`config.mk`:
```
export PLATFORM = sky130hd
export DESIGN_NAME = height_to_color_gradient_core_flat
export DESIGN_NICKNAME = d
export VERILOG_FILES = /design/src/hcg_pkg.sv /design/src/hcg_point_if.sv /design/src/hcg_pixel_if.sv /design/src/height_to_color_gradient_core.sv /design/src/flat_wrapper.sv
export SDC_FILE = /design/constraint.sdc
export NUM_CORES = 2
export LEC_CHECK = 0
export BUFFER_PORTS_ARGS = -buffer_cell sky130_fd_sc_hd__buf_2
export CORE_MARGIN = 5
export CORE_UTILIZATION = 33
export DETAILED_ROUTE_END_ITERATION = 6
export GPL_ROUTABILITY_DRIVEN = 0
export PLACE_DENSITY_LB_ADDON = 0.15
export SLEW_MARGIN = 20
export SYNTH_ARGS = -nofsm -noshare
export SYNTH_HDL_FRONTEND = slang
export SYNTH_SLANG_ARGS = --single-unit
```
`constraint.sdc`:
```
create_clock -name clk -period 27.8 [get_ports clk]
set_clock_uncertainty 0.1 [all_clocks]
set_input_delay 8.34 -clock clk [delete_from_list [all_inputs] [get_ports clk]]
set_output_delay 8.34 -clock clk [all_outputs]
set_load 0.01 [all_outputs]
```
`src/hcg_pkg.sv`:
```
// Shared types and constants of the height-to-color gradient block.
// No dependencies; the interfaces and the core take names from here.
package hcg_pkg;

  localparam int HEIGHT_BITS_DEFAULT = 16;
  localparam int COLOR_BITS          = 24;
  localparam int CHAN_BITS           = 8;
  localparam int NUM_CHANS           = 3;
  localparam int REG_INDEX_BITS      = 3;

  localparam logic [COLOR_BITS-1:0] MIDDLE_COLOR_RESET = 24'h000000;
  localparam logic [COLOR_BITS-1:0] TOP_COLOR_RESET    = 24'hFFFFFF;
  localparam logic [COLOR_BITS-1:0] BOTTOM_COLOR_RESET = 24'h0000FF;

  typedef enum logic [REG_INDEX_BITS-1:0] {
    REG_MIDDLE_COLOR  = 3'd0,
    REG_TOP_COLOR     = 3'd1,
    REG_BOTTOM_COLOR  = 3'd2,
    REG_HEIGHT_TOP    = 3'd3,
    REG_HEIGHT_BOTTOM = 3'd4
  } reg_index_t;

endpackage

```
`src/hcg_point_if.sv`:
```
// Input channel: one map point per item (signed height, end-of-map mark).
// Depends on hcg_pkg for the default height width.
interface hcg_point_if #(
  parameter int HEIGHT_BITS = hcg_pkg::HEIGHT_BITS_DEFAULT
);
  logic                          valid;
  logic                          ready;
  logic signed [HEIGHT_BITS-1:0] height;
  logic                          end_of_map;

  modport source (output valid, output height, output end_of_map, input ready);
  modport sink   (input valid, input height, input end_of_map, output ready);
endinterface

```
`src/hcg_pixel_if.sv`:
```
// Output channel: one blended RGB color per item plus the end-of-map mark.
// Depends on hcg_pkg for the color width.
interface hcg_pixel_if;
  logic                           valid;
  logic                           ready;
  logic [hcg_pkg::COLOR_BITS-1:0] pixel_color;
  logic                           end_of_map_out;

  modport source (output valid, output pixel_color, output end_of_map_out, input ready);
  modport sink   (input valid, input pixel_color, input end_of_map_out, output ready);
endinterface

```
`src/height_to_color_gradient_core.sv`:
```
// Height-to-color gradient: maps each signed map height to a blended RGB color.
// Depends on hcg_pkg, hcg_point_if and hcg_pixel_if.
//
// Usage:
//   points  - input items, one signed height and an end-of-map mark each.
//   pixels  - output items, one 24-bit color (red 23:16) and the copied mark.
//   write_enable / write_index / write_data - register writes: 0 middle color,
//     1 top color, 2 bottom color, 3 height_top, 4 height_bottom. Write only
//     while no item is in flight.
// Zero height gives the middle color; a positive height blends toward the top
// color by height/height_top, a negative one toward the bottom color by
// height/height_bottom, each channel rounded half up, saturating at the end
// color. The blend is mid*(d-n) + end*n over d, divided by an 8-stage
// restoring divider, one quotient bit per stage.
// An accepted item passes stage A, stage B and the divider stages to the pixels port.
// Throughput: one item per cycle. Each stage holds when the next is full and
// stalled, so bubbles collapse and the input keeps accepting until all ten
// stages hold items while the receiver stalls.
// Reset (synchronous, rst high) empties the pipeline and loads the register
// defaults: black middle, white top, blue bottom, both divisors of magnitude 1.
module height_to_color_gradient_core #(
  parameter int HEIGHT_BITS = hcg_pkg::HEIGHT_BITS_DEFAULT
) (
  input  logic                                 clk,
  input  logic                                 rst,
  input  logic                                 write_enable,
  input  logic [hcg_pkg::REG_INDEX_BITS-1:0]   write_index,
  input  logic [((HEIGHT_BITS > hcg_pkg::COLOR_BITS) ? HEIGHT_BITS
                 : hcg_pkg::COLOR_BITS)-1:0]   write_data,
  hcg_point_if.sink                            points,
  hcg_pixel_if.source                          pixels
);

  localparam int HB        = HEIGHT_BITS;
  localparam int CB        = hcg_pkg::COLOR_BITS;
  localparam int CH        = hcg_pkg::CHAN_BITS;
  localparam int NC        = hcg_pkg::NUM_CHANS;
  localparam int PW        = HB + CH;
  localparam int NW        = PW + 1;
  localparam int DIV_STEPS = CH;
  localparam int NS        = 2 + DIV_STEPS;

  // Configuration registers
  logic [CB-1:0]        middle_color;
  logic [CB-1:0]        top_color;
  logic [CB-1:0]        bottom_color;
  logic [HB-2:0]        height_top;
  logic signed [HB-1:0] height_bottom;

  always_ff @(posedge clk) begin
    if (rst) begin
      middle_color  <= hcg_pkg::MIDDLE_COLOR_RESET;
      top_color     <= hcg_pkg::TOP_COLOR_RESET;
      bottom_color  <= hcg_pkg::BOTTOM_COLOR_RESET;
      height_top    <= (HB-1)'(1);
      height_bottom <= '1;
    end else if (write_enable) begin
      case (hcg_pkg::reg_index_t'(write_index))
        hcg_pkg::REG_MIDDLE_COLOR:  middle_color  <= write_data[CB-1:0];
        hcg_pkg::REG_TOP_COLOR:     top_color     <= write_data[CB-1:0];
        hcg_pkg::REG_BOTTOM_COLOR:  bottom_color  <= write_data[CB-1:0];
        hcg_pkg::REG_HEIGHT_TOP:    height_top    <= write_data[HB-2:0];
        hcg_pkg::REG_HEIGHT_BOTTOM: height_bottom <= write_data[HB-1:0];
        default: ;
      endcase
    end
  end

  // Pipeline flow control
  logic [NS-1:0] valid;
  logic [NS-1:0] load;

  always_comb begin
    logic chain;
    chain = pixels.ready;
    for (int i = NS - 1; i >= 0; i--) begin
      load[i] = !valid[i] || chain;
      chain   = load[i];
    end
  end

  always_ff @(posedge clk) begin
    if (rst) begin
      valid <= '0;
    end else begin
      if (load[0]) valid[0] <= points.valid;
      for (int i = 1; i < NS; i++) begin
        if (load[i]) valid[i] <= valid[i-1];
      end
    end
  end

  assign points.ready = load[0];

  // Stage A: pick side, fraction n/d with n <= d and d >= 1, and end color
  logic [HB-1:0] z_bits, n_raw, d_raw, hb_mag;
  logic          z_neg, z_zero;
  logic [HB-1:0] a_n_next, a_d_next;
  logic [CB-1:0] a_end_next;

  logic [HB-1:0] a_n, a_d;
  logic [CB-1:0] a_mid, a_end;
  logic          a_eom;

  always_comb begin
    z_bits = points.height;
    z_neg  = z_bits[HB-1];
    z_zero = (z_bits == '0);
    n_raw  = z_neg ? (~z_bits + 1'b1) : z_bits;
    hb_mag = height_bottom[HB-1] ? (~height_bottom + 1'b1) : height_bottom;
    d_raw  = z_neg ? hb_mag : {1'b0, height_top};
    a_end_next = z_neg ? bottom_color : top_color;
    if (z_zero) begin
      a_n_next   = '0;
      a_d_next   = HB'(1);
      a_end_next = middle_color;
    end else if (d_raw == '0 || n_raw > d_raw) begin
      a_n_next = HB'(1);
      a_d_next = HB'(1);
    end else begin
      a_n_next = n_raw;
      a_d_next = d_raw;
    end
  end

  always_ff @(posedge clk) begin
    if (load[0]) begin
      a_n   <= a_n_next;
      a_d   <= a_d_next;
      a_mid <= middle_color;
      a_end <= a_end_next;
      a_eom <= points.end_of_map;
    end
  end

  // Stage B: numerator 2*(mid*(d-n) + end*n) + d per channel
  logic [HB-1:0] ab_diff;
  logic [PW-1:0] b_prod [0:NC-1];
  logic [NW-1:0] b_num_next [0:NC-1];
  logic [NW-1:0] b_num [0:NC-1];
  logic [HB-1:0] b_d;
  logic          b_eom;

  always_comb begin
    ab_diff = a_d - a_n;
    for (int c = 0; c < NC; c++) begin
      b_prod[c] = PW'(a_mid[c*CH +: CH]) * PW'(ab_diff)
                + PW'(a_end[c*CH +: CH]) * PW'(a_n);
      b_num_next[c] = {b_prod[c], 1'b0} + NW'(a_d);
    end
  end

  always_ff @(posedge clk) begin
    if (load[1]) begin
      for (int c = 0; c < NC; c++) b_num[c] <= b_num_next[c];
      b_d   <= a_d;
      b_eom <= a_eom;
    end
  end

  // Divider stages: one quotient bit per stage, most significant first
  logic [NW-1:0] div_rem [0:DIV_STEPS-1][0:NC-1];
  logic [CH-1:0] div_quo [0:DIV_STEPS-1][0:NC-1];
  logic [HB-1:0] div_d   [0:DIV_STEPS-1];
  logic          div_eom [0:DIV_STEPS-1];

  genvar s;
  generate
    for (s = 0; s < DIV_STEPS; s++) begin : g_div
      localparam int K = DIV_STEPS - 1 - s;
      logic [NW-1:0] in_rem [0:NC-1];
      logic [CH-1:0] in_quo [0:NC-1];
      logic [HB-1:0] in_d;
      logic          in_eom;
      logic [NW-1:0] step_div;
      logic [NW-1:0] rem_next [0:NC-1];
      logic [CH-1:0] quo_next [0:NC-1];

      if (s == 0) begin : g_first
        always_comb begin
          for (int c = 0; c < NC; c++) begin
            in_rem[c] = b_num[c];
            in_quo[c] = '0;
          end
          in_d   = b_d;
          in_eom = b_eom;
        end
      end else begin : g_rest
        always_comb begin
          for (int c = 0; c < NC; c++) begin
            in_rem[c] = div_rem[s-1][c];
            in_quo[c] = div_quo[s-1][c];
          end
          in_d   = div_d[s-1];
          in_eom = div_eom[s-1];
        end
      end

      always_comb begin
        step_div = NW'(in_d) << (K + 1);
        for (int c = 0; c < NC; c++) begin
          if (in_rem[c] >= step_div) begin
            rem_next[c] = in_rem[c] - step_div;
            quo_next[c] = {in_quo[c][CH-2:0], 1'b1};
          end else begin
            rem_next[c] = in_rem[c];
            quo_next[c] = {in_quo[c][CH-2:0], 1'b0};
          end
        end
      end

      always_ff @(posedge clk) begin
        if (load[s+2]) begin
          for (int c = 0; c < NC; c++) begin
            div_rem[s][c] <= rem_next[c];
            div_quo[s][c] <= quo_next[c];
          end
          div_d[s]   <= in_d;
          div_eom[s] <= in_eom;
        end
      end
    end
  endgenerate

  assign pixels.valid          = valid[NS-1];
  assign pixels.pixel_color    = {div_quo[DIV_STEPS-1][2], div_quo[DIV_STEPS-1][1],
                                  div_quo[DIV_STEPS-1][0]};
  assign pixels.end_of_map_out = div_eom[DIV_STEPS-1];

  // Checks
  a_fraction_bounded: assert property (@(posedge clk) disable iff (rst)
    valid[0] |-> (a_d != '0 && a_n <= a_d))
    else $error("fraction numerator exceeds divisor");

  a_remainder_bounded: assert property (@(posedge clk) disable iff (rst)
    valid[NS-1] |-> (div_rem[DIV_STEPS-1][0] < {div_d[DIV_STEPS-1], 1'b0}
                  && div_rem[DIV_STEPS-1][1] < {div_d[DIV_STEPS-1], 1'b0}
                  && div_rem[DIV_STEPS-1][2] < {div_d[DIV_STEPS-1], 1'b0}))
    else $error("divider remainder out of range");

  a_full_blocks_input: assert property (@(posedge clk) disable iff (rst)
    (valid == '1 && !pixels.ready) |-> !points.ready)
    else $error("input accepted while pipeline full and stalled");

endmodule

```
`src/flat_wrapper.sv`:
```
// flat-port wrapper written by rule: the top's interface ports become plain ports
module height_to_color_gradient_core_flat 
#(
  parameter int HEIGHT_BITS = hcg_pkg::HEIGHT_BITS_DEFAULT
)
  (clk, rst, write_enable, write_index, write_data, points_valid, points_height, points_end_of_map, points_ready, pixels_valid, pixels_pixel_color, pixels_end_of_map_out, pixels_ready);
  hcg_point_if #(.HEIGHT_BITS(HEIGHT_BITS)) points_i ();
  hcg_pixel_if pixels_i ();
  input  logic clk;
  input  logic rst;
  input  logic write_enable;
  input  logic [hcg_pkg::REG_INDEX_BITS-1:0] write_index;
  input  logic [((HEIGHT_BITS > hcg_pkg::COLOR_BITS) ? HEIGHT_BITS
                 : hcg_pkg::COLOR_BITS)-1:0] write_data;
  input wire logic [$bits(points_i.valid)-1:0] points_valid;
  input wire logic [$bits(points_i.height)-1:0] points_height;
  input wire logic [$bits(points_i.end_of_map)-1:0] points_end_of_map;
  output wire logic [$bits(points_i.ready)-1:0] points_ready;
  output wire logic [$bits(pixels_i.valid)-1:0] pixels_valid;
  output wire logic [$bits(pixels_i.pixel_color)-1:0] pixels_pixel_color;
  output wire logic [$bits(pixels_i.end_of_map_out)-1:0] pixels_end_of_map_out;
  input wire logic [$bits(pixels_i.ready)-1:0] pixels_ready;
  assign points_i.valid = points_valid;
  assign points_i.height = points_height;
  assign points_i.end_of_map = points_end_of_map;
  assign points_ready = points_i.ready;
  assign pixels_valid = pixels_i.valid;
  assign pixels_pixel_color = pixels_i.pixel_color;
  assign pixels_end_of_map_out = pixels_i.end_of_map_out;
  assign pixels_i.ready = pixels_ready;
  height_to_color_gradient_core #(.HEIGHT_BITS(HEIGHT_BITS)) u_core (.clk(clk), .rst(rst), .write_enable(write_enable), .write_index(write_index), .write_data(write_data), .points(points_i), .pixels(pixels_i));
endmodule
```
# == After elaboration in Yosys (flattened, before gate mapping) ==
# Memories as Yosys holds them, arrays and structs flattened.
# Index checks and enable logic that the tools add are counted.
# op_classes
n_reduce_logical,30
mul,6
n_eq_ne,4
order_cmp,25
muxes,72
addsub,33
n_bitwise,2
# op_table
cell,count
two-way mux 25 bit,24
multiplier 8 x 16 -> 24 bit,6
adder 25 x 16 -> 25 bit,3
>= comparator 25 x 17 -> 1 bit,3
>= comparator 25 x 18 -> 1 bit,3
>= comparator 25 x 19 -> 1 bit,3
>= comparator 25 x 20 -> 1 bit,3
>= comparator 25 x 21 -> 1 bit,3
>= comparator 25 x 22 -> 1 bit,3
>= comparator 25 x 23 -> 1 bit,3
>= comparator 25 x 24 -> 1 bit,3
subtractor 25 x 17 -> 25 bit,3
subtractor 25 x 18 -> 25 bit,3
subtractor 25 x 19 -> 25 bit,3
subtractor 25 x 20 -> 25 bit,3
subtractor 25 x 21 -> 25 bit,3
subtractor 25 x 22 -> 25 bit,3
subtractor 25 x 23 -> 25 bit,3
subtractor 25 x 24 -> 25 bit,3
adder 24 bit,3
two-way mux 16 bit,3
two-way mux 24 bit,2
two-way mux 1 bit,43
adder 16 x 1 -> 16 bit (second input constant),2
12 further kinds,38
# totals
mem_count,5
ram_bits,1003
register_bits,211
out_inout_bits,27
input_bits,49
# mem_list
name,depth,word_bits,read_ports,rd_ports_with_merged_regs,wr,line_no,source
u_core.div_rem,8,75,7,0,8,height_to_color_gradient_core.sv:162,logic [NW-1:0] div_rem [0:DIV_STEPS-1][0:NC-1];
u_core.div_quo,8,24,8,0,8,height_to_color_gradient_core.sv:163,logic [CH-1:0] div_quo [0:DIV_STEPS-1][0:NC-1];
u_core.div_d,8,16,7,0,8,height_to_color_gradient_core.sv:164,logic [HB-1:0] div_d [0:DIV_STEPS-1];
u_core.b_num,3,25,3,0,3,height_to_color_gradient_core.sv:140,logic [NW-1:0] b_num [0:NC-1];
u_core.div_eom,8,1,8,0,8,height_to_color_gradient_core.sv:165,logic div_eom [0:DIV_STEPS-1];

# == Longest topological paths before layout ==
# logic_depth
depth_word,12
mapped_depth,40
depth_no_buf,39

# == Worst setup path before layout ==
# Ideal clock, no wire load.
# synth_timing
kind,input -> output
start,input port pixels_ready
end,output port points_ready
t_arrival_ns,14.841
path_stages,6
setup_slack_ns,4.519
path_cell_list,nor2b_1 -> and3_1 -> and2_1 -> nand3_1 -> nor2_1 -> nand4_1
# synth_between
elab_chain_cells,10
# synth_lines
item,line_no,source
from (decl),flat_wrapper.sv:22,input wire logic [$bits(pixels_i.ready)-1:0] pixels_ready;
logical OR 1 bit (6 in a row),height_to_color_gradient_core.sv:77,load[i] = !valid[i] || chain;
net u_core.load[4],height_to_color_gradient_core.sv:71,logic [NS-1:0] load;
logical OR 1 bit (4 in a row),height_to_color_gradient_core.sv:77,
to (decl),flat_wrapper.sv:18,output wire logic [$bits(points_i.ready)-1:0] points_ready;
# The timed path passes the listed nets, and every way through them passes these cells.

# == Final worst setup path ==
# Same ends and word-level chain as after synthesis.

==> run metrics <==
Cells after Synth=between 8k and 9k; Final Setup Violations=0; Post-Synthesis Net Count=between 9k and 10k; met3 Usage GRT=0.0184; Finished Cell Area=roughly 91000 um^2; area of the multi-input gates=48400 um^2; Final ANT Viol Nets=0; Post-DP HPWL=between 150000 and 200000 um; worst-skew pair later-pin latency=800 ps; root buffer cell=clkbuf_16; Setup CP Type=input pin to output port; share of cells above drive strength 1=0.0623; Final Hold Fails=0; die outline area=261000 um^2; most frequent cell on the critical path=buf_2; CP max FO=38; Num Clock Sinks=roughly 1.0k; GRT Max-Usage Layer=met2; register area=between 20000 and 30000 um^2; Die Y=around 510 um; synthesis-to-layout area growth=9.91%; Max Slew Vio Count=0; WP data required=~19000 ps; IO Count=76; drt first-iter violations=roughly 3k; Crit path max-delay family=simple AND/OR/NAND/NOR gates; post-CTS setup buffer count=0; residual DRC count=0; met1 Track Usage GR=0.209; Vias/cell=just under 5; register bit total from synthesis=approximately 1k; CTS Buf Count=approximately 110; crit-path cells=buf_2 > nor2b_1 > and3_1 > and2_1 > nand3_4 > nor2_1 > nand4_1 > buf_2; dpl cells=roughly 11k; gr usage total=0.180; Critical Path AT=~12000 ps; H-tree levels=3; Die Wd=511 um; GR Util met2=0.326; f_max=0.0493 GHz; fin crit period=around 20000 ps; async set or reset register ratio after synthesis=0; DRT Wirelength=236000 um; max-cap violation count=0; clk buf depth=3; fin crit share=0.730; # fillers=24.9k; number of enable flip-flop cells after synthesis=roughly 900; synth warn=0; starting density of the core=0.330; post-CTS resize count=0; first drt pass iteration count=5; count of buffers from port buffering=between 70 and 80; first-pass GRT wire length=approximately 360000 um; vias in the first global route=roughly 60k; sequential-to-total area share from yosys stat=0.354; slowest stage delay, CP=780 ps; HP Class=flop to flop; worst-margin pin slew=~1100 ps; CP Launch Type=input pin; # hold bufs at CTS=0; Final TNS setup=0 ps; nets@finish=9620; placed cell area=87000 um^2; Avg Inst Size Synth=between 10 and 15 um^2; initial antenna violation count=11; RSZ-0062 raised after global routing=no; outcome=completed; Synth Cell Area=slightly above 80000 um^2; CTS tree=built; fin cells=11.7k; Main synth FF type=edfxtp_1; grt ovf=0; CORE AREA=roughly 250000 um^2; drt wl/cell=20.2 um; FP Rows=around 180; Worst Path Buf+Inv=2; vias=just under 60k; slowest CP cell=nand4_1; Setup crit end kind=output port; Synth cell types=100; Clock transition at path regs=~60 ps; pin count of the biggest net entering global routing=91; relative slew slack=0.286
sequential cells by signal (all words and copies together), names as in the netlist:
name,flops
u_core.height_bottom,16
u_core.div_eom,8
u_core.valid,10
u_core.div_rem,505
u_core.a_n,16
u_core.a_d,16
u_core.b_num,72
u_core.top_color,24
u_core.a_mid,24
u_core.b_eom,1
u_core.bottom_color,24
u_core.a_end,24
u_core.div_d,111
u_core.height_top,15
u_core.div_quo,108
u_core.middle_color,24
u_core.b_d,16
u_core.a_eom,1
layout make-up:
cell class | count | share of cell area
Clock buffer | 127 | 0.0326
Inverter | 1104 | 0.0456
Clock inverter | 87 | 0.0109
Timing Repair Buffer | 146 | 0.0106
Multi-Input combinational cell | 5869 | 0.532
Sequential cell | 1015 | 0.322
Antenna cell | 3 | 0.0000825
Tap cell | 3348 | 0.0460
cells in the final DEF, fill, tap and decap left out, types with 38 or more instances in the layout:
cell type,count
nor2_1,496
xnor2_1,270
edfxtp_1,902
nand4_1,62
o31ai_1,43
buf_4,69
nor2b_1,155
ha_1,672
inv_1,1097
and3_1,38
a211oi_1,44
clkbuf_16,116
xor2_1,154
or3_1,57
dfxtp_1,113
o21ai_0,306
nor4_1,53
nand2b_1,83
fa_1,649
mux2i_1,46
and2_1,336
buf_2,74
nand3_1,80
o21a_1,72
a211o_1,46
a21oi_1,489
a21boi_0,50
nand2_1,865
nand3b_1,53
mux2_2,91
a21o_1,124
nor3_1,122
a31oi_1,40
routing by layer:
layer	vias to the layer above	routed length, um
li1	28100	-
met1	28200	95500
met2	1086	120000
met3	426	6490
met4	2	14200
met5	-	13
synth_stat cells, types with 156 or more instances:
cell type  instances  area share
nor2_1           500       0.023
xnor2_1          276       0.029
o21ai_0          306       0.018
ha_1             672        0.10
edfxtp_1         902        0.33
and2_1           336       0.025
clkbuf_1         194      0.0088
xor2_1           156       0.016
fa_1             649        0.16
nand2_1          868       0.039
a21oi_1          491       0.030
inv_1           1101       0.050
logic make-up after synthesis:
group,after synthesis,share of synthesized area
AO/OA/AOI/OAI,1450,0.110
XOR/XNOR,432,0.0457
adder cells (fa/ha/maj),1321,0.258
buffers and inverters,1365,0.0637
flip-flops,1015,0.354
multiplexers,137,0.0179
AND/OR/NAND/NOR,2529,0.150
metrics by stage:
step,setup slack (ps),utilization,hold slack (ps)
after floorplan,4520,-,300
after global placement,7440,0.347,302
after global routing,7150,0.363,235
after CTS,7350,0.363,203
after detailed placement,7360,0.347,305
final,7500,0.363,231
final timing paths:
path | from | end | slack (ps) | cells past startpoint
worst max-delay path | pixels_ready | points_ready | 7500 | 8
worst min-delay path | u_core.div_quo[0][50] | u_core.div_quo[0][75] | 230 | 0
worst max register to register | u_core.a_n[0] | u_core.b_num[0][23] | 17380 | 35
worst min register to register | u_core.div_quo[0][50] | u_core.div_quo[0][75] | 230 | 0
Power is not shown: default switching activity piles up to over one toggle a cycle in this logic, so the estimate is an artifact.
